==> config.mk <==
export PLATFORM = sky130hd
export DESIGN_NAME = group_data_record_parser_core_flat
export DESIGN_NICKNAME = d
export VERILOG_FILES = /design/src/hw/rtl/gdrp_pkg.sv /design/src/hw/rtl/gdrp_if.sv /design/src/hw/rtl/gdrp_step.sv /design/src/hw/rtl/group_data_record_parser_core.sv /design/src/flat_wrapper.sv
export SDC_FILE = /design/constraint.sdc
export NUM_CORES = 1
export LEC_CHECK = 0
export ABC_AREA = 0
export BUFFER_PORTS_ARGS = -buffer_cell sky130_fd_sc_hd__buf_4
export CORE_MARGIN = 4
export CORE_UTILIZATION = 30
export DETAILED_ROUTE_END_ITERATION = 8
export GPL_ROUTABILITY_DRIVEN = 1
export PLACE_DENSITY = 0.47
export SYNTH_ARGS = -nofsm -noshare
export SYNTH_HDL_FRONTEND = slang
export SYNTH_SLANG_ARGS = --single-unit
==> constraint.sdc <==
create_clock -name clk -period 15.13 [get_ports clk]
set_clock_uncertainty 0.05 [all_clocks]
set_input_delay 4.539 -clock clk [delete_from_list [all_inputs] [get_ports clk]]
set_output_delay 4.539 -clock clk [all_outputs]
set_load 0.01 [all_outputs]
==> src/hw/rtl/gdrp_pkg.sv <==
// Shared types and constants of the group data record parser.
package gdrp_pkg;

  localparam int unsigned CFG_DATA_W = 10;

  // Configuration register indexes.
  localparam logic [0:0] REG_MAX_ADMINS = 1'b0;
  localparam logic [0:0] REG_MAX_RELAYS = 1'b1;

  localparam logic [9:0] MAX_ADMINS_RESET = 10'd1000;
  localparam logic [6:0] MAX_RELAYS_RESET = 7'd100;

  // Lengths of the fixed-size fields.
  localparam logic [31:0] KEY_LEN   = 32'd32;
  localparam logic [31:0] NONCE_LEN = 32'd12;

  typedef enum logic [4:0] {
    PH_VER     = 5'd0,
    PH_ID      = 5'd1,
    PH_NAMELEN = 5'd2,
    PH_NAME    = 5'd3,
    PH_DESCLEN = 5'd4,
    PH_DESC    = 5'd5,
    PH_ADMLEN  = 5'd6,
    PH_ADM     = 5'd7,
    PH_RELLEN  = 5'd8,
    PH_URLLEN  = 5'd9,
    PH_URL     = 5'd10,
    PH_IMGFLAG = 5'd11,
    PH_HASH    = 5'd12,
    PH_IKEY    = 5'd13,
    PH_NONCE   = 5'd14,
    PH_UPFLAG  = 5'd15,
    PH_UPKEY   = 5'd16,
    PH_DONE    = 5'd17,
    PH_ERR     = 5'd18
  } phase_t;

  typedef enum logic [1:0] {
    ST_CONTINUE = 2'd0,
    ST_ACCEPT   = 2'd1,
    ST_REJECT   = 2'd2
  } status_t;

  typedef enum logic [2:0] {
    ERR_NONE            = 3'd0,
    ERR_TRUNCATED       = 3'd1,
    ERR_BAD_VERSION     = 3'd2,
    ERR_ADMIN_ALIGN     = 3'd3,
    ERR_TOO_MANY_ADMINS = 3'd4,
    ERR_RELAY_OVERRUN   = 3'd5,
    ERR_TOO_MANY_RELAYS = 3'd6
  } err_t;

  typedef struct packed {
    phase_t      phase;
    logic [31:0] bytes_left;
    logic [31:0] length_accum;
    logic [31:0] relay_vector_left;
    logic [1:0]  record_version;
    logic [6:0]  urls_seen;
    err_t        failed_code;
  } parse_state_t;

  localparam parse_state_t PARSE_RESET = '{
    phase:             PH_VER,
    bytes_left:        32'd0,
    length_accum:      32'd0,
    relay_vector_left: 32'd0,
    record_version:    2'd0,
    urls_seen:         7'd0,
    failed_code:       ERR_NONE
  };

  typedef struct packed {
    logic [4:0]  field_id;
    logic [7:0]  byte_value;
    logic [9:0]  entry_index;
    logic [15:0] field_offset;
    logic [1:0]  status;
    logic [2:0]  error_code;
  } result_t;

endpackage

==> src/hw/rtl/gdrp_if.sv <==
// Valid/ready channel interfaces for the parser's input bytes and labeled results.
interface gdrp_in_if;
  logic       valid;
  logic       ready;
  logic [7:0] data_byte;
  logic       last_byte;

  modport source (output valid, output data_byte, output last_byte, input ready);
  modport sink (input valid, input data_byte, input last_byte, output ready);
endinterface

interface gdrp_out_if;
  logic        valid;
  logic        ready;
  logic [4:0]  field_id;
  logic [7:0]  byte_value;
  logic [9:0]  entry_index;
  logic [15:0] field_offset;
  logic [1:0]  status;
  logic [2:0]  error_code;

  modport source (
    output valid, output field_id, output byte_value, output entry_index,
    output field_offset, output status, output error_code, input ready
  );
  modport sink (
    input valid, input field_id, input byte_value, input entry_index,
    input field_offset, input status, input error_code, output ready
  );
endinterface

==> src/hw/rtl/gdrp_step.sv <==
// Per-byte parse step: next parser state and the labeled result for one byte.
module gdrp_step (
  input  gdrp_pkg::parse_state_t st,
  input  logic [7:0]             data_byte,
  input  logic                   last_byte,
  input  logic [9:0]             max_admins,
  input  logic [6:0]             max_relays,
  output gdrp_pkg::parse_state_t nxt,
  output gdrp_pkg::result_t      res
);
  import gdrp_pkg::*;

  logic [15:0] acc16;
  logic [31:0] acc32;
  logic [31:0] bl_inc;
  logic [31:0] bl_dec;
  logic [31:0] adm_done;
  logic [15:0] body_off;
  logic [31:0] rvl_dec;
  logic        do_fail;
  err_t        fail_code;
  phase_t      len_next;

  assign acc16    = {st.length_accum[7:0], data_byte};
  assign acc32    = {st.length_accum[23:0], data_byte};
  assign bl_inc   = st.bytes_left + 32'd1;
  assign bl_dec   = st.bytes_left - 32'd1;
  assign adm_done = st.length_accum - st.bytes_left;
  assign body_off = st.length_accum[15:0] - st.bytes_left[15:0];
  assign rvl_dec  = st.relay_vector_left - 32'd1;

  always_comb begin
    nxt       = st;
    do_fail   = 1'b0;
    fail_code = ERR_NONE;
    len_next  = PH_DESCLEN;
    res.field_id     = 5'(PH_DONE);
    res.byte_value   = data_byte;
    res.entry_index  = 10'd0;
    res.field_offset = 16'd0;
    res.status       = 2'(ST_CONTINUE);
    res.error_code   = 3'(ERR_NONE);

    unique case (st.phase)
      PH_VER: begin
        res.field_id     = 5'(PH_VER);
        res.field_offset = st.bytes_left[15:0];
        nxt.length_accum = {16'd0, acc16};
        nxt.bytes_left   = bl_inc;
        if (bl_inc >= 32'd2) begin
          if (acc16 < 16'd1 || acc16 > 16'd2) begin
            do_fail   = 1'b1;
            fail_code = ERR_BAD_VERSION;
          end else begin
            nxt.record_version = acc16[1:0];
            nxt.phase          = PH_ID;
            nxt.bytes_left     = KEY_LEN;
            nxt.length_accum   = 32'd0;
          end
        end
      end
      PH_ID, PH_HASH, PH_IKEY, PH_NONCE, PH_UPKEY: begin
        res.field_id = 5'(st.phase);
        if (st.phase == PH_NONCE) begin
          res.field_offset = NONCE_LEN[15:0] - st.bytes_left[15:0];
        end else begin
          res.field_offset = KEY_LEN[15:0] - st.bytes_left[15:0];
        end
        nxt.bytes_left = bl_dec;
        if (bl_dec == 32'd0) begin
          nxt.length_accum = 32'd0;
          priority if (st.phase == PH_ID) begin
            nxt.phase = PH_NAMELEN;
          end else if (st.phase == PH_HASH) begin
            nxt.phase      = PH_IKEY;
            nxt.bytes_left = KEY_LEN;
          end else if (st.phase == PH_IKEY) begin
            nxt.phase      = PH_NONCE;
            nxt.bytes_left = NONCE_LEN;
          end else if (st.phase == PH_NONCE && st.record_version == 2'd2) begin
            nxt.phase = PH_UPFLAG;
          end else begin
            nxt.phase = PH_DONE;
          end
        end
      end
      PH_NAMELEN, PH_DESCLEN: begin
        res.field_id     = 5'(st.phase);
        res.field_offset = st.bytes_left[15:0];
        len_next         = (st.phase == PH_NAMELEN) ? PH_DESCLEN : PH_ADMLEN;
        nxt.length_accum = {16'd0, acc16};
        nxt.bytes_left   = bl_inc;
        if (bl_inc >= 32'd2) begin
          if (acc16 == 16'd0) begin
            nxt.phase        = len_next;
            nxt.bytes_left   = 32'd0;
            nxt.length_accum = 32'd0;
          end else begin
            // The body phase directly follows its length phase.
            nxt.phase      = (st.phase == PH_NAMELEN) ? PH_NAME : PH_DESC;
            nxt.bytes_left = {16'd0, acc16};
          end
        end
      end
      PH_NAME, PH_DESC: begin
        res.field_id     = 5'(st.phase);
        res.field_offset = body_off;
        nxt.bytes_left   = bl_dec;
        if (bl_dec == 32'd0) begin
          nxt.phase        = (st.phase == PH_NAME) ? PH_DESCLEN : PH_ADMLEN;
          nxt.length_accum = 32'd0;
        end
      end
      PH_ADMLEN: begin
        res.field_id     = 5'(PH_ADMLEN);
        res.field_offset = st.bytes_left[15:0];
        nxt.length_accum = acc32;
        nxt.bytes_left   = bl_inc;
        if (bl_inc >= 32'd4) begin
          if (acc32[4:0] != 5'd0) begin
            do_fail   = 1'b1;
            fail_code = ERR_ADMIN_ALIGN;
          end else if (acc32[31:5] > {17'd0, max_admins}) begin
            do_fail   = 1'b1;
            fail_code = ERR_TOO_MANY_ADMINS;
          end else if (acc32 == 32'd0) begin
            nxt.phase        = PH_RELLEN;
            nxt.bytes_left   = 32'd0;
            nxt.length_accum = 32'd0;
          end else begin
            nxt.phase      = PH_ADM;
            nxt.bytes_left = acc32;
          end
        end
      end
      PH_ADM: begin
        res.field_id     = 5'(PH_ADM);
        res.entry_index  = adm_done[14:5];
        res.field_offset = {11'd0, adm_done[4:0]};
        nxt.bytes_left   = bl_dec;
        if (bl_dec == 32'd0) begin
          nxt.phase        = PH_RELLEN;
          nxt.length_accum = 32'd0;
        end
      end
      PH_RELLEN: begin
        res.field_id     = 5'(PH_RELLEN);
        res.field_offset = st.bytes_left[15:0];
        nxt.length_accum = acc32;
        nxt.bytes_left   = bl_inc;
        if (bl_inc >= 32'd4) begin
          nxt.relay_vector_left = acc32;
          nxt.urls_seen         = 7'd0;
          nxt.phase             = (acc32 == 32'd0) ? PH_IMGFLAG : PH_URLLEN;
          nxt.bytes_left        = 32'd0;
          nxt.length_accum      = 32'd0;
        end
      end
      PH_URLLEN: begin
        res.field_id     = 5'(PH_URLLEN);
        res.entry_index  = {3'd0, st.urls_seen};
        res.field_offset = st.bytes_left[15:0];
        if (st.bytes_left == 32'd0 && st.relay_vector_left < 32'd2) begin
          do_fail   = 1'b1;
          fail_code = ERR_RELAY_OVERRUN;
        end else begin
          nxt.relay_vector_left = rvl_dec;
          nxt.length_accum      = {16'd0, acc16};
          nxt.bytes_left        = bl_inc;
          if (bl_inc >= 32'd2) begin
            if ({16'd0, acc16} > rvl_dec) begin
              do_fail   = 1'b1;
              fail_code = ERR_RELAY_OVERRUN;
            end else if (st.urls_seen >= max_relays) begin
              do_fail   = 1'b1;
              fail_code = ERR_TOO_MANY_RELAYS;
            end else begin
              nxt.urls_seen = st.urls_seen + 7'd1;
              if (acc16 != 16'd0) begin
                nxt.phase      = PH_URL;
                nxt.bytes_left = {16'd0, acc16};
              end else begin
                nxt.phase        = (rvl_dec == 32'd0) ? PH_IMGFLAG : PH_URLLEN;
                nxt.bytes_left   = 32'd0;
                nxt.length_accum = 32'd0;
              end
            end
          end
        end
      end
      PH_URL: begin
        res.field_id = 5'(PH_URL);
        res.entry_index = (st.urls_seen != 7'd0) ?
                          {3'd0, st.urls_seen - 7'd1} : 10'd0;
        res.field_offset      = body_off;
        nxt.bytes_left        = bl_dec;
        nxt.relay_vector_left = rvl_dec;
        if (bl_dec == 32'd0) begin
          nxt.phase        = (rvl_dec == 32'd0) ? PH_IMGFLAG : PH_URLLEN;
          nxt.length_accum = 32'd0;
        end
      end
      PH_IMGFLAG, PH_UPFLAG: begin
        res.field_id     = 5'(st.phase);
        nxt.length_accum = 32'd0;
        if (data_byte != 8'd0) begin
          nxt.phase      = (st.phase == PH_IMGFLAG) ? PH_HASH : PH_UPKEY;
          nxt.bytes_left = KEY_LEN;
        end else begin
          nxt.phase      = PH_DONE;
          nxt.bytes_left = 32'd0;
        end
      end
      PH_DONE: begin
        res.field_id     = 5'(PH_DONE);
        res.field_offset = st.length_accum[15:0];
        if (st.length_accum[15:0] != 16'hFFFF) begin
          nxt.length_accum = st.length_accum + 32'd1;
        end
      end
      default: begin
        res.field_id = 5'(PH_DONE);
        nxt.phase    = PH_ERR;
      end
    endcase

    if (do_fail) begin
      nxt.phase = PH_ERR;
      if (st.failed_code == ERR_NONE) begin
        nxt.failed_code = fail_code;
      end
    end

    if (last_byte) begin
      if (nxt.phase == PH_DONE && nxt.failed_code == ERR_NONE) begin
        res.status = 2'(ST_ACCEPT);
      end else begin
        if (nxt.phase != PH_ERR) begin
          nxt.phase = PH_ERR;
          if (nxt.failed_code == ERR_NONE) begin
            nxt.failed_code = ERR_TRUNCATED;
          end
        end
        res.status = 2'(ST_REJECT);
      end
    end

    res.error_code = 3'(nxt.failed_code);

    // The next message starts from a clean parse state.
    if (last_byte) begin
      nxt = PARSE_RESET;
    end
  end

endmodule

==> src/hw/rtl/group_data_record_parser_core.sv <==
// Top level of the streaming group data record parser and checker.
//
// The core takes a serialized group data record one byte per item, with a
// last-byte mark, and returns one result item per byte: the field the byte
// belongs to, the byte itself, the admin or relay entry number, the offset
// within the field or entry, a status that reports accept or reject on the
// last byte, and the sticky error code of the message. The first error
// stops parsing; every later byte of that message is labeled trailing. At
// the last byte the parse state returns to its reset value, so messages can
// follow one another with no gap. The core sustains one byte per clock
// cycle while the result side does not stall: a byte is captured in an
// input register, the parse step between it and the result register
// updates the phase and counters, and both registers advance together
// whenever the result register is empty or being drained. A byte's result
// is presented from the result register and stays there while the result
// side stalls. The user must write the max_admins and max_relays registers
// through cfg only while no message is in flight; the core does not check.
module group_data_record_parser_core (
  input  logic                               clk,
  input  logic                               rst_n,
  gdrp_in_if.sink                            in_ch,
  gdrp_out_if.source                         out_ch,
  input  logic                               cfg_we,
  input  logic [0:0]                         cfg_index,
  input  logic [gdrp_pkg::CFG_DATA_W-1:0]    cfg_wdata
);
  import gdrp_pkg::*;

  logic         in_v_r;
  logic [7:0]   in_byte_r;
  logic         in_last_r;
  logic         out_v_r;
  result_t      res_r;
  parse_state_t st_r;
  logic [9:0]   max_admins_r;
  logic [6:0]   max_relays_r;

  parse_state_t st_nxt;
  result_t      res_nxt;
  logic         advance;
  logic         in_ready;

  // Both stages move when the result register can take a new item.
  assign advance  = !out_v_r || out_ch.ready;
  assign in_ready = !in_v_r || advance;

  assign in_ch.ready = in_ready;

  gdrp_step u_step (
    .st         (st_r),
    .data_byte  (in_byte_r),
    .last_byte  (in_last_r),
    .max_admins (max_admins_r),
    .max_relays (max_relays_r),
    .nxt        (st_nxt),
    .res        (res_nxt)
  );

  always_ff @(posedge clk) begin
    if (!rst_n) begin
      in_v_r       <= 1'b0;
      out_v_r      <= 1'b0;
      st_r         <= PARSE_RESET;
      max_admins_r <= MAX_ADMINS_RESET;
      max_relays_r <= MAX_RELAYS_RESET;
    end else begin
      if (in_ready) begin
        in_v_r <= in_ch.valid;
      end
      if (in_v_r && advance) begin
        st_r    <= st_nxt;
        out_v_r <= 1'b1;
      end else if (out_ch.ready) begin
        out_v_r <= 1'b0;
      end
      if (cfg_we) begin
        unique case (cfg_index)
          REG_MAX_ADMINS: max_admins_r <= cfg_wdata[9:0];
          REG_MAX_RELAYS: max_relays_r <= cfg_wdata[6:0];
          default: ;
        endcase
      end
    end
  end

  // Payload registers carry no reset.
  always_ff @(posedge clk) begin
    if (in_ch.valid && in_ready) begin
      in_byte_r <= in_ch.data_byte;
      in_last_r <= in_ch.last_byte;
    end
    if (in_v_r && advance) begin
      res_r <= res_nxt;
    end
  end

  assign out_ch.valid        = out_v_r;
  assign out_ch.field_id     = res_r.field_id;
  assign out_ch.byte_value   = res_r.byte_value;
  assign out_ch.entry_index  = res_r.entry_index;
  assign out_ch.field_offset = res_r.field_offset;
  assign out_ch.status       = res_r.status;
  assign out_ch.error_code   = res_r.error_code;

endmodule
==> src/flat_wrapper.sv <==
// flat-port wrapper written by rule: the top's interface ports become plain ports
module group_data_record_parser_core_flat import gdrp_pkg::*;
  (clk, rst_n, cfg_we, cfg_index, cfg_wdata, in_ch_valid, in_ch_data_byte, in_ch_last_byte, in_ch_ready, out_ch_valid, out_ch_field_id, out_ch_byte_value, out_ch_entry_index, out_ch_field_offset, out_ch_status, out_ch_error_code, out_ch_ready);
  gdrp_in_if in_ch_i ();
  gdrp_out_if out_ch_i ();
  input  logic clk;
  input  logic rst_n;
  input  logic cfg_we;
  input  logic [0:0] cfg_index;
  input  logic [gdrp_pkg::CFG_DATA_W-1:0] cfg_wdata;
  input wire logic [$bits(in_ch_i.valid)-1:0] in_ch_valid;
  input wire logic [$bits(in_ch_i.data_byte)-1:0] in_ch_data_byte;
  input wire logic [$bits(in_ch_i.last_byte)-1:0] in_ch_last_byte;
  output wire logic [$bits(in_ch_i.ready)-1:0] in_ch_ready;
  output wire logic [$bits(out_ch_i.valid)-1:0] out_ch_valid;
  output wire logic [$bits(out_ch_i.field_id)-1:0] out_ch_field_id;
  output wire logic [$bits(out_ch_i.byte_value)-1:0] out_ch_byte_value;
  output wire logic [$bits(out_ch_i.entry_index)-1:0] out_ch_entry_index;
  output wire logic [$bits(out_ch_i.field_offset)-1:0] out_ch_field_offset;
  output wire logic [$bits(out_ch_i.status)-1:0] out_ch_status;
  output wire logic [$bits(out_ch_i.error_code)-1:0] out_ch_error_code;
  input wire logic [$bits(out_ch_i.ready)-1:0] out_ch_ready;
  assign in_ch_i.valid = in_ch_valid;
  assign in_ch_i.data_byte = in_ch_data_byte;
  assign in_ch_i.last_byte = in_ch_last_byte;
  assign in_ch_ready = in_ch_i.ready;
  assign out_ch_valid = out_ch_i.valid;
  assign out_ch_field_id = out_ch_i.field_id;
  assign out_ch_byte_value = out_ch_i.byte_value;
  assign out_ch_entry_index = out_ch_i.entry_index;
  assign out_ch_field_offset = out_ch_i.field_offset;
  assign out_ch_status = out_ch_i.status;
  assign out_ch_error_code = out_ch_i.error_code;
  assign out_ch_i.ready = out_ch_ready;
  group_data_record_parser_core u_core (.clk(clk), .rst_n(rst_n), .in_ch(in_ch_i), .out_ch(out_ch_i), .cfg_we(cfg_we), .cfg_index(cfg_index), .cfg_wdata(cfg_wdata));
endmodule
After elaboration in Yosys (flattened, before gate mapping)

Index checks and enable logic that the tools add are counted.

Add/sub/neg operators: 10
Magnitude comparators: 8
Eq/ne operators: 30
Multiplexer cells: 85
Bitwise operators: 1
Reductions and logical operators: 44

Operator list:

| cell                                                                    | number |
|---|---|
| 69-bit two-way mux                                                      | 10 |
| 32-bit one-hot mux with 9 select lines                                  | 1 |
| 32-bit one-hot mux with 8 select lines                                  | 1 |
| 101-bit two-way mux                                                     | 2 |
| 32-bit two-way mux                                                      | 5 |
| 32-bit logical NOT                                                      | 4 |
| 113-bit two-way mux                                                     | 1 |
| 32-bit one-hot mux with 3 select lines                                  | 1 |
| 16-bit one-hot mux with 5 select lines                                  | 1 |
| 37-bit two-way mux                                                      | 2 |
| 32-bit by 1-bit adder with 32-bit output (second input constant)        | 2 |
| 32-bit by 1-bit subtractor with 32-bit output (second input constant)   | 2 |
| 5-bit one-hot mux with 11 select lines                                  | 1 |
| 16-bit two-way mux                                                      | 3 |
| 3-bit two-way mux                                                       | 15 |
| 7-bit two-way mux                                                       | 6 |
| 5-bit by 4-bit == test with 1-bit output (second input constant)        | 8 |
| 5-bit two-way mux                                                       | 8 |
| 36-bit two-way mux                                                      | 1 |
| 35-bit two-way mux                                                      | 1 |
| 5-bit one-hot mux with 7 select lines                                   | 1 |
| 34-bit two-way mux                                                      | 1 |
| 32-bit by 2-bit >= comparator with 1-bit output (second input constant) | 1 |
| 32-bit by 3-bit >= comparator with 1-bit output (second input constant) | 1 |
| other kinds (55)                                                        | 99 |

Register bits after elaboration: 185
Input bits: 25
Output and inout port bits: 46

Logic depth before layout (Yosys ltp)

Gate-level depths: netlist (run 1).

Word-level depth: 15
Mapped depth: 21
Mapped depth without buffers: 20

By module

A second synthesis (run 1) with hierarchy kept.

Cell total of the unflattened synthesis: 2,267
Area total of the unflattened synthesis: 16,784.8 sq um

Modules (own cells, without submodules):

| module                        | instances | cells each | area each (sq um) |
|---|---|---|---|
| gdrp_step                     | 1         | 1,638      | 9,988.3 |
| group_data_record_parser_core | 1         | 629        | 6,796.5 |

Worst setup path after synthesis (run 1)

Ideal clock, no wire load.

Path type: in2out
From: in out_ch_ready
To: out in_ch_ready
Data arrival time: 4.836 ns
Data required time: 10.541 ns
Setup slack: 5.705 ns
Stages: 2
Buffers on the path: 0
Cell sequence: nor2b_1 > nand2_1

Longest elaborated chain between the ends: 2

RTL lines:

| what             | line                                | text |
|---|---|---|
| start, declared  | flat_wrapper.sv:22                  | `input wire logic [$bits(out_ch_i.ready)-1:0] out_ch_ready;` |
| 1-bit logical OR | group_data_record_parser_core.sv:44 | `assign advance = !out_v_r \|\| out_ch.ready;` |
| 1-bit logical OR | group_data_record_parser_core.sv:45 | `assign in_ready = !in_v_r \|\| advance;` |
| end, declared    | flat_wrapper.sv:14                  | `output wire logic [$bits(in_ch_i.ready)-1:0] in_ch_ready;` |

No other way between the ends.

Final worst setup path (run 1)

Same ends and word-level chain as after synthesis.

==> results by group, run 1 <==
Clocking
  – H-tree Lvls: 4
  – Deepest clock path buffer count: 2
  – CTS tree: done
  – Reg clk slew, reported paths: 0.07 ns
  – Post-CTS Resized: 0
  – Setup bufs post-CTS: 0
  – Clock tree sinks: 177
  – # hold bufs at CTS: 0
  – CTS Buf Count: 17
  – Worst skew pair latency: 0.51 ns
  – Root buffer cell: clkbuf_16

Synthesis
  – Post-synthesis async set-or-reset flop share: 0%
  – Syn Inst Count: 1,942
  – Avg Synthesized Cell Area: 7.53 um^2
  – Simple-Gate Fraction of Synth Area: 28.2%
  – Netlist Area Pre-Place: 14,600 um^2
  – Synth Area in Compound Gates: 25.1%
  – Yosys warnings: 0
  – Post-synth EDFFs: 53
  – Post-synth cell types: 86
  – Main combinational cell family by area after synthesis: simple AND/OR/NAND/NOR gates
  – Adder-Cell Fraction of Synth Area: 6.41%
  – Flops & latches, synth: 177
  – Post-synthesis sequential area ratio: 27.8%
  – Dominant synthesized flop cell: dfxtp_1
  – Synth Area in XOR/XNOR: 5.81%
  – Syn Nets: 2,040
  – Mux cell area share after synthesis: 0.641%

Critical path
  – Startpoint types: input pin
  – Critical Path AT: 5.10 ns
  – WS Path Type: in -> out
  – Max FO, Critical Path: 4
  – Most common cell on crit path: buf_4
  – CP max stage delay: 0.21 ns
  – Critical Path End Type: primary output
  – Worst-path cell chain: buf_4 > nor2b_1 > nand2_1 > buf_4
  – CP delay by family, top: simple AND/OR/NAND/NOR gates
  – Buffers & Inverters on Critical Path: 2
  – Slowest CP cell: nor2b_1
  – Worst EP required: 10.54 ns

Global routing
  – First-pass GRT wire length: 90,800 um
  – Initial antenna violation count: 0
  – Pin count of the biggest net entering global routing: 76
  – Vias in the first global route: 14,600
  – Gr usage total: 22.4%
  – GRT overflow: 0

Drt
  – Vias per cell: 5.99
  – DRT iter0 DRCs: 1,341
  – Antenna-violating nets left: 0
  – DR WL/cell: 23.6 um
  – Drt first pass iters: 6
  – DRT Wirelength: 60,200 um
  – Post-route DRC: 0
  – Via count: 15,300

Outcome
  – Status: finished, final reports clean

Die
  – Die area: 52,400 um^2
  – Die height: 229 um
  – FP Rows: 80
  – Core Area: 47,900 um^2
  – Ports: 71
  – Initial Util: 30.5%
  – Chip width: 229 um

Timing
  – Setup-failing EPs final: 0
  – Hold Vio Cnt, Final: 0
  – Worst rel slew slack: 11.4%
  – Unrepaired setup endpoints after global routing: false
  – Final min period: 9.69 ns
  – Sum Neg Setup Slack: 0 ns
  – Max Clk Rate: 0.103 GHz
  – Final Max Tran Viols: 0
  – Worst-Margin Slew: 1.32 ns
  – Final worst slack: 5.44 ns
  – Final period utilization: 64.1%

Layout
  – N_diodes: 0
  – Most frequent cells in the layout: 201 x nor2_1, 153 x nand2_1, 143 x a21oi_1
  – Post-layout util: 34.0%
  – Commonest non-fill, non-tap cell in the layout: nor2_1
  – Layout cells sized above 1: 9.79%
  – Fillers: 5,139
  – Count of nets after finishing: 2,025
  – Final instance area: 16,300 um^2
  – Syn-to-layout area delta: 11.3%

Placement
  – Placed Area: 15,700 um^2
  – Final HPWL DP: 44,000 um
  – Port Buffer Count: 70
  – Final Wtd Congestion: 0.957
  – Dpl ws: 5.43 ns

Pwr
  – Net Sw Power: 392 uW
  – Power per cell area: 74.0 nW/um^2
  – P_leak: 6.10 nW
  – Max VDD drop: 0.0000678 V
  – Pint: 812 uW
  – Power share of the sequential group: 42.8%
  – Clock share of power: 38.0%
  – Sw Share: 32.6%
  – Comb power frac: 19.2%
  – Design Power: 1.20 mW

Min path
  – Min-delay worst type: reg -> reg

Run
  – Max Cap Viol: 0
==> power by group through the flow <==
stage                     Sequential (mW)  Combinational [mW]  Clock, mW
final                               0.516               0.231      0.458
after floorplan                     0.519               0.150          0
after global routing                0.517               0.251      0.493
after global placement              0.527               0.227          0
after CTS                           0.516               0.229      0.478
after detailed placement            0.527               0.228          0
==> cell type report <==
| class | instances | area [um^2] | area share (%) |
|---|---|---|---|
| Tap cell | 615 | 769 | 4.72 |
| Multi-Input combinational cell | 1539 | 9740 | 59.8 |
| Timing Repair Buffer | 112 | 841 | 5.16 |
| Clock inverter | 13 | 126 | 0.776 |
| Sequential cell | 177 | 4070 | 25.0 |
| Inverter | 80 | 300 | 1.84 |
| Clock buffer | 19 | 443 | 2.72 |
==> logic make-up after synthesis <==
kind of cell               Yosys count
muxes                                9
DFF                                177
adders and majority gates           74
buffers and inverters              226
xor gates and xnor gates            94
and+or+nand+nor                    816
AOI/OAI and AO/OA                  546
==> worst reg2reg max path, stage by stage, from the launching register on <==
cell and delay, ns:
dfxtp_1 0.66, clkinv_1 0.40, nor2_1 0.57, nand2_1 0.33, nor2_1 0.71, a21o_1 0.43, nand2_1 0.11, ha_1 0.22
nor2b_1 0.10, o21ai_0 0.11, a21boi_0 0.27, o21ai_0 0.20, a211o_1 0.34, a31oi_1 0.30, nand4_1 0.14, a41oi_1 0.36
o21ai_0 0.17, nor2b_1 0.17, o211ai_1 0.22
==> synth_stat cells (55+ instances only) <==
library cell  instances  area, um^2
a21oi_1             143         716
nand3_1              66         330
clkbuf_1            133         499
inv_1                78         293
o21ai_0              89         445
xnor2_1              58         508
nor4_1               55         344
nand2_1             153         574
nor3_1              104         521
dfxtp_1             124        2480
nor2_1              201         754
ha_1                 71         888
==> stage by stage <==
| step | instances | hold WS (ns) |
|---|---|---|
| floorplan | 1942 | 0.374 |
| global placement | 2523 | 0.400 |
| detailed placement | 2523 | 0.403 |
| CTS | 2555 | 0.413 |
| global route | 2555 | 0.436 |
| finish | 2555 | 0.412 |
==> final timing paths <==
check / start / endpoint / depth (start not counted) / slack (ns)
max: out_ch_ready / in_ch_ready / 4 / 5.44
min reg2reg: u_core.max_relays_r[1]$_SDFFE_PN0P_ / u_core.max_relays_r[1]$_SDFFE_PN0P_ / 2 / 0.41
max reg2reg: u_core.st_r[111]$_SDFFE_PN0P_ / u_core.out_ch.field_offset[15]$_DFFE_PP_ / 18 / 9.11
min: u_core.max_relays_r[1]$_SDFFE_PN0P_ / u_core.max_relays_r[1]$_SDFFE_PN0P_ / 2 / 0.41
==> registers in the layout, indices dropped and copies added (netlist names) <==
name	count
u_core.in_last_r	1
u_core.out_ch.status	2
u_core.out_ch.valid	1
u_core.st_r	105
u_core.max_admins_r	10
u_core.out_ch.field_offset	16
u_core.max_relays_r	7
u_core.in_byte_r	8
u_core.out_ch.field_id	5
u_core.out_ch.error_code	3
u_core.in_v_r	1
u_core.out_ch.byte_value	8
u_core.out_ch.entry_index	10
==> metal layers <==
metal | GRT usage, % | vias up | share of wire [%]
met4 | 8.18 | 0 | 3.2
met5 | 0 | - | 0
met2 | 36.6 | 557 | 47
met3 | 3.98 | 99 | 5.6
li1 | - | 7192 | -
met1 | 29.6 | 7444 | 44
Note: power is estimated with default switching activity, not from simulation.
==> run 2: changes to the inputs <==
--- a/config.mk
+++ b/config.mk
@@ -11,7 +11,7 @@
 export CORE_UTILIZATION = 30
 export DETAILED_ROUTE_END_ITERATION = 8
 export GPL_ROUTABILITY_DRIVEN = 1
-export PLACE_DENSITY = 0.47
+export PLACE_DENSITY = 0.48
 export SYNTH_ARGS = -nofsm -noshare
 export SYNTH_HDL_FRONTEND = slang
 export SYNTH_SLANG_ARGS = --single-unit
==> constraint.sdc (replaced) <==
create_clock -name clk -period 7.8 [get_ports clk]
set_clock_uncertainty 0.05 [all_clocks]
set_input_delay 2.34 -clock clk [delete_from_list [all_inputs] [get_ports clk]]
set_output_delay 2.34 -clock clk [all_outputs]
set_load 0.01 [all_outputs]
==> run 2 against run 1 <==
Against the previous run:
- combinational power up 91%
- via count increased by 0.63%
- global-route usage decreased by 0.18 points
- sequential share of layout area hardly changed
- highest routed layer unchanged
==> results by group, run 2 (synthesis results as in run 1) <==
Outcome
  – Status: finished, final reports clean (unchanged)

Drt
  – Vias per cell: 6.03 (was 5.99)
  – DRT Wirelength: 59,700 um (was 60,200 um)
  – Antenna-violating nets left: 0 (unchanged)
  – DR WL/cell: 23.4 um (was 23.6 um)
  – Drt first pass iters: 6 (unchanged)
  – DRT iter0 DRCs: 1,488 (was 1,341)
  – Via count: 15,400 (was 15,300)
  – Post-route DRC: 0 (unchanged)

Layout
  – Most frequent cells in the layout: 201 x nor2_1, 153 x nand2_1, 143 x a21oi_1 (unchanged)
  – Layout cells sized above 1: 9.61% (was 9.79%)
  – Syn-to-layout area delta: 11.2% (was 11.3%)
  – Fillers: 5,153 (was 5,139)
  – Number of flip-flops in the largest register: 105 (unchanged)
  – Commonest non-fill, non-tap cell in the layout: nor2_1 (unchanged)
  – Finished Layout Cells: 2,550 (was 2,555)
  – Reg with most FFs: u_core.st_r (unchanged)
  – Count of nets after finishing: 2,020 (was 2,025)
  – N_diodes: 0 (unchanged)
  – Final instance area: 16,300 um^2 (about the same)

Clocking
  – Root buffer cell: clkbuf_16 (unchanged)
  – Clock tree sinks: 177 (unchanged)
  – # hold bufs at CTS: 0 (unchanged)
  – CTS Buf Count: 17 (unchanged)
  – Worst skew pair latency: 0.50 ns (was 0.51 ns)
  – Reg clk slew, reported paths: 0.08 ns (was 0.07 ns)
  – CTS tree: done (unchanged)
  – H-tree Lvls: 4 (unchanged)
  – Deepest clock path buffer count: 2 (unchanged)
  – Post-CTS Resized: 0 (unchanged)
  – Setup bufs post-CTS: 0 (unchanged)

Min path
  – Min-delay worst type: reg -> reg (unchanged)

Timing
  – Final min period: 6.05 ns
  – Worst-Margin Slew: 1.09 ns (was 1.32 ns)
  – Hold Vio Cnt, Final: 0 (unchanged)
  – Unrepaired setup endpoints after global routing: false (unchanged)
  – Worst rel slew slack: 26.9% (was 11.4%)
  – Final worst slack: 1.75 ns (was 5.44 ns)
  – Sum Neg Setup Slack: 0 ns (unchanged)
  – Setup-failing EPs final: 0 (unchanged)
  – Final Max Tran Viols: 0 (unchanged)
  – Max Clk Rate: 0.165 GHz
  – Final period utilization: 77.5%

Pwr
  – Max VDD drop: 0.000152 V (was 0.0000678 V)
  – Design Power: 2.33 mW (was 1.20 mW)
  – Power per cell area: 143 nW/um^2 (was 74.0 nW/um^2)
  – P_leak: 6.10 nW (about the same)

Die
  – Die height: 229 um (unchanged)
  – Ports: 71 (unchanged)
  – Core Area: 47,900 um^2 (unchanged)
  – Initial Util: 30.5% (unchanged)
  – FP Rows: 80 (unchanged)
  – Die area: 52,400 um^2 (unchanged)
  – Chip width: 229 um (unchanged)

Placement
  – Placed Area: 15,700 um^2 (about the same)
  – Port Buffer Count: 70 (unchanged)
  – Final Wtd Congestion: 0.963 (was 0.957)
  – Dpl ws: 1.97 ns (was 5.43 ns)
  – Placed insts: 2,518 (was 2,523)
  – Final HPWL DP: 43,900 um (was 44,000 um)

Critical path
  – Max FO, Critical Path: 12 (was 4)
  – Worst-path cell chain: inv_1 > ha_1 > nor4b_1 > nand3_1 > nor4_1 > nand3_1 > nor2_1 > nor4_1 > buf_4 > nand2_1 > a31o_2 > o21ai_0 > a21oi_1 > o21ai_0 (was buf_4 > nor2b_1 > nand2_1 > buf_4)
  – CP delay by family, top: simple AND/OR/NAND/NOR gates (unchanged)
  – Critical Path End Type: flip-flop (was primary output)
  – WS Path Type: reg -> reg (was in -> out)
  – CP max stage delay: 0.89 ns (was 0.21 ns)
  – Slowest CP cell: nor4_1 (was nor2b_1)
  – Worst EP required: 8.14 ns (was 10.54 ns)
  – Critical Path AT: 6.38 ns (was 5.10 ns)
  – Startpoint types: flip-flop (was input pin)
  – Buffers & Inverters on Critical Path: 2 (unchanged)

Global routing
  – Pin count of the biggest net entering global routing: 76 (unchanged)
  – GRT overflow: 0 (unchanged)
  – Gr usage total: 22.2% (was 22.4%)
  – Vias in the first global route: 14,700 (was 14,600)
  – Initial antenna violation count: 0 (unchanged)
  – First-pass GRT wire length: 90,900 um (was 90,800 um)

Run
  – Max Cap Viol: 0 (unchanged)
run 2: cell type report:
class,instances,area (um^2),share of cell area (%)
Tap cell,615,769,4.73
Sequential cell,177,4070,25.0
Timing Repair Buffer,107,803,4.94
Inverter,80,300,1.85
Clock buffer,19,464,2.85
Clock inverter,13,115,0.707
Multi-Input combinational cell,1539,9750,59.9
run 2: worst min-delay path, stage by stage (launching register included):
cell	delay, ns
dfxtp_1	0.32
nand2_1	0.05
a21oi_1	0.05
run 2: report_power, final:
group,switching [mW],internal [mW]
Combinational,0.290,0.151
Sequential,0.0334,0.970
Clock,0.441,0.446
run 2: path summary, 6_finish.rpt:
check | startpoint | endpoint | slack [ns] | depth (start not counted)
worst max register to register | u_core.st_r[77]$_SDFFE_PN0P_ | u_core.st_r[78]$_SDFFE_PN0P_ | 1.75 | 14
worst min-delay path | u_core.max_admins_r[2]$_SDFFE_PN0P_ | u_core.max_admins_r[2]$_SDFFE_PN0P_ | 0.41 | 2
worst max-delay path | u_core.st_r[77]$_SDFFE_PN0P_ | u_core.st_r[78]$_SDFFE_PN0P_ | 1.75 | 14
worst min register to register | u_core.max_admins_r[2]$_SDFFE_PN0P_ | u_core.max_admins_r[2]$_SDFFE_PN0P_ | 0.41 | 2
run 2: metrics by stage:
| stage | utilization [%] | hold slack, ns |
|---|---|---|
| detailed placement | 32.7 | 0.402 |
| CTS | 33.9 | 0.414 |
| floorplan | - | 0.374 |
| finish | 33.9 | 0.414 |
| global route | 33.9 | 0.430 |
| global placement | 32.7 | 0.400 |
run 2: routing by layer:
| layer | vias to the layer above | part of all wire, % | routed length [um] | global-route usage [%] |
|---|---|---|---|---|
| met5 | - | 0 | 0 | 0 |
| met4 | 0 | 4.2 | 2490 | 9.91 |
| met3 | 122 | 6.0 | 3560 | 4.21 |
| met2 | 572 | 47 | 27800 | 36.0 |
| met1 | 7504 | 43 | 25800 | 28.8 |
| li1 | 7191 | - | - | - |
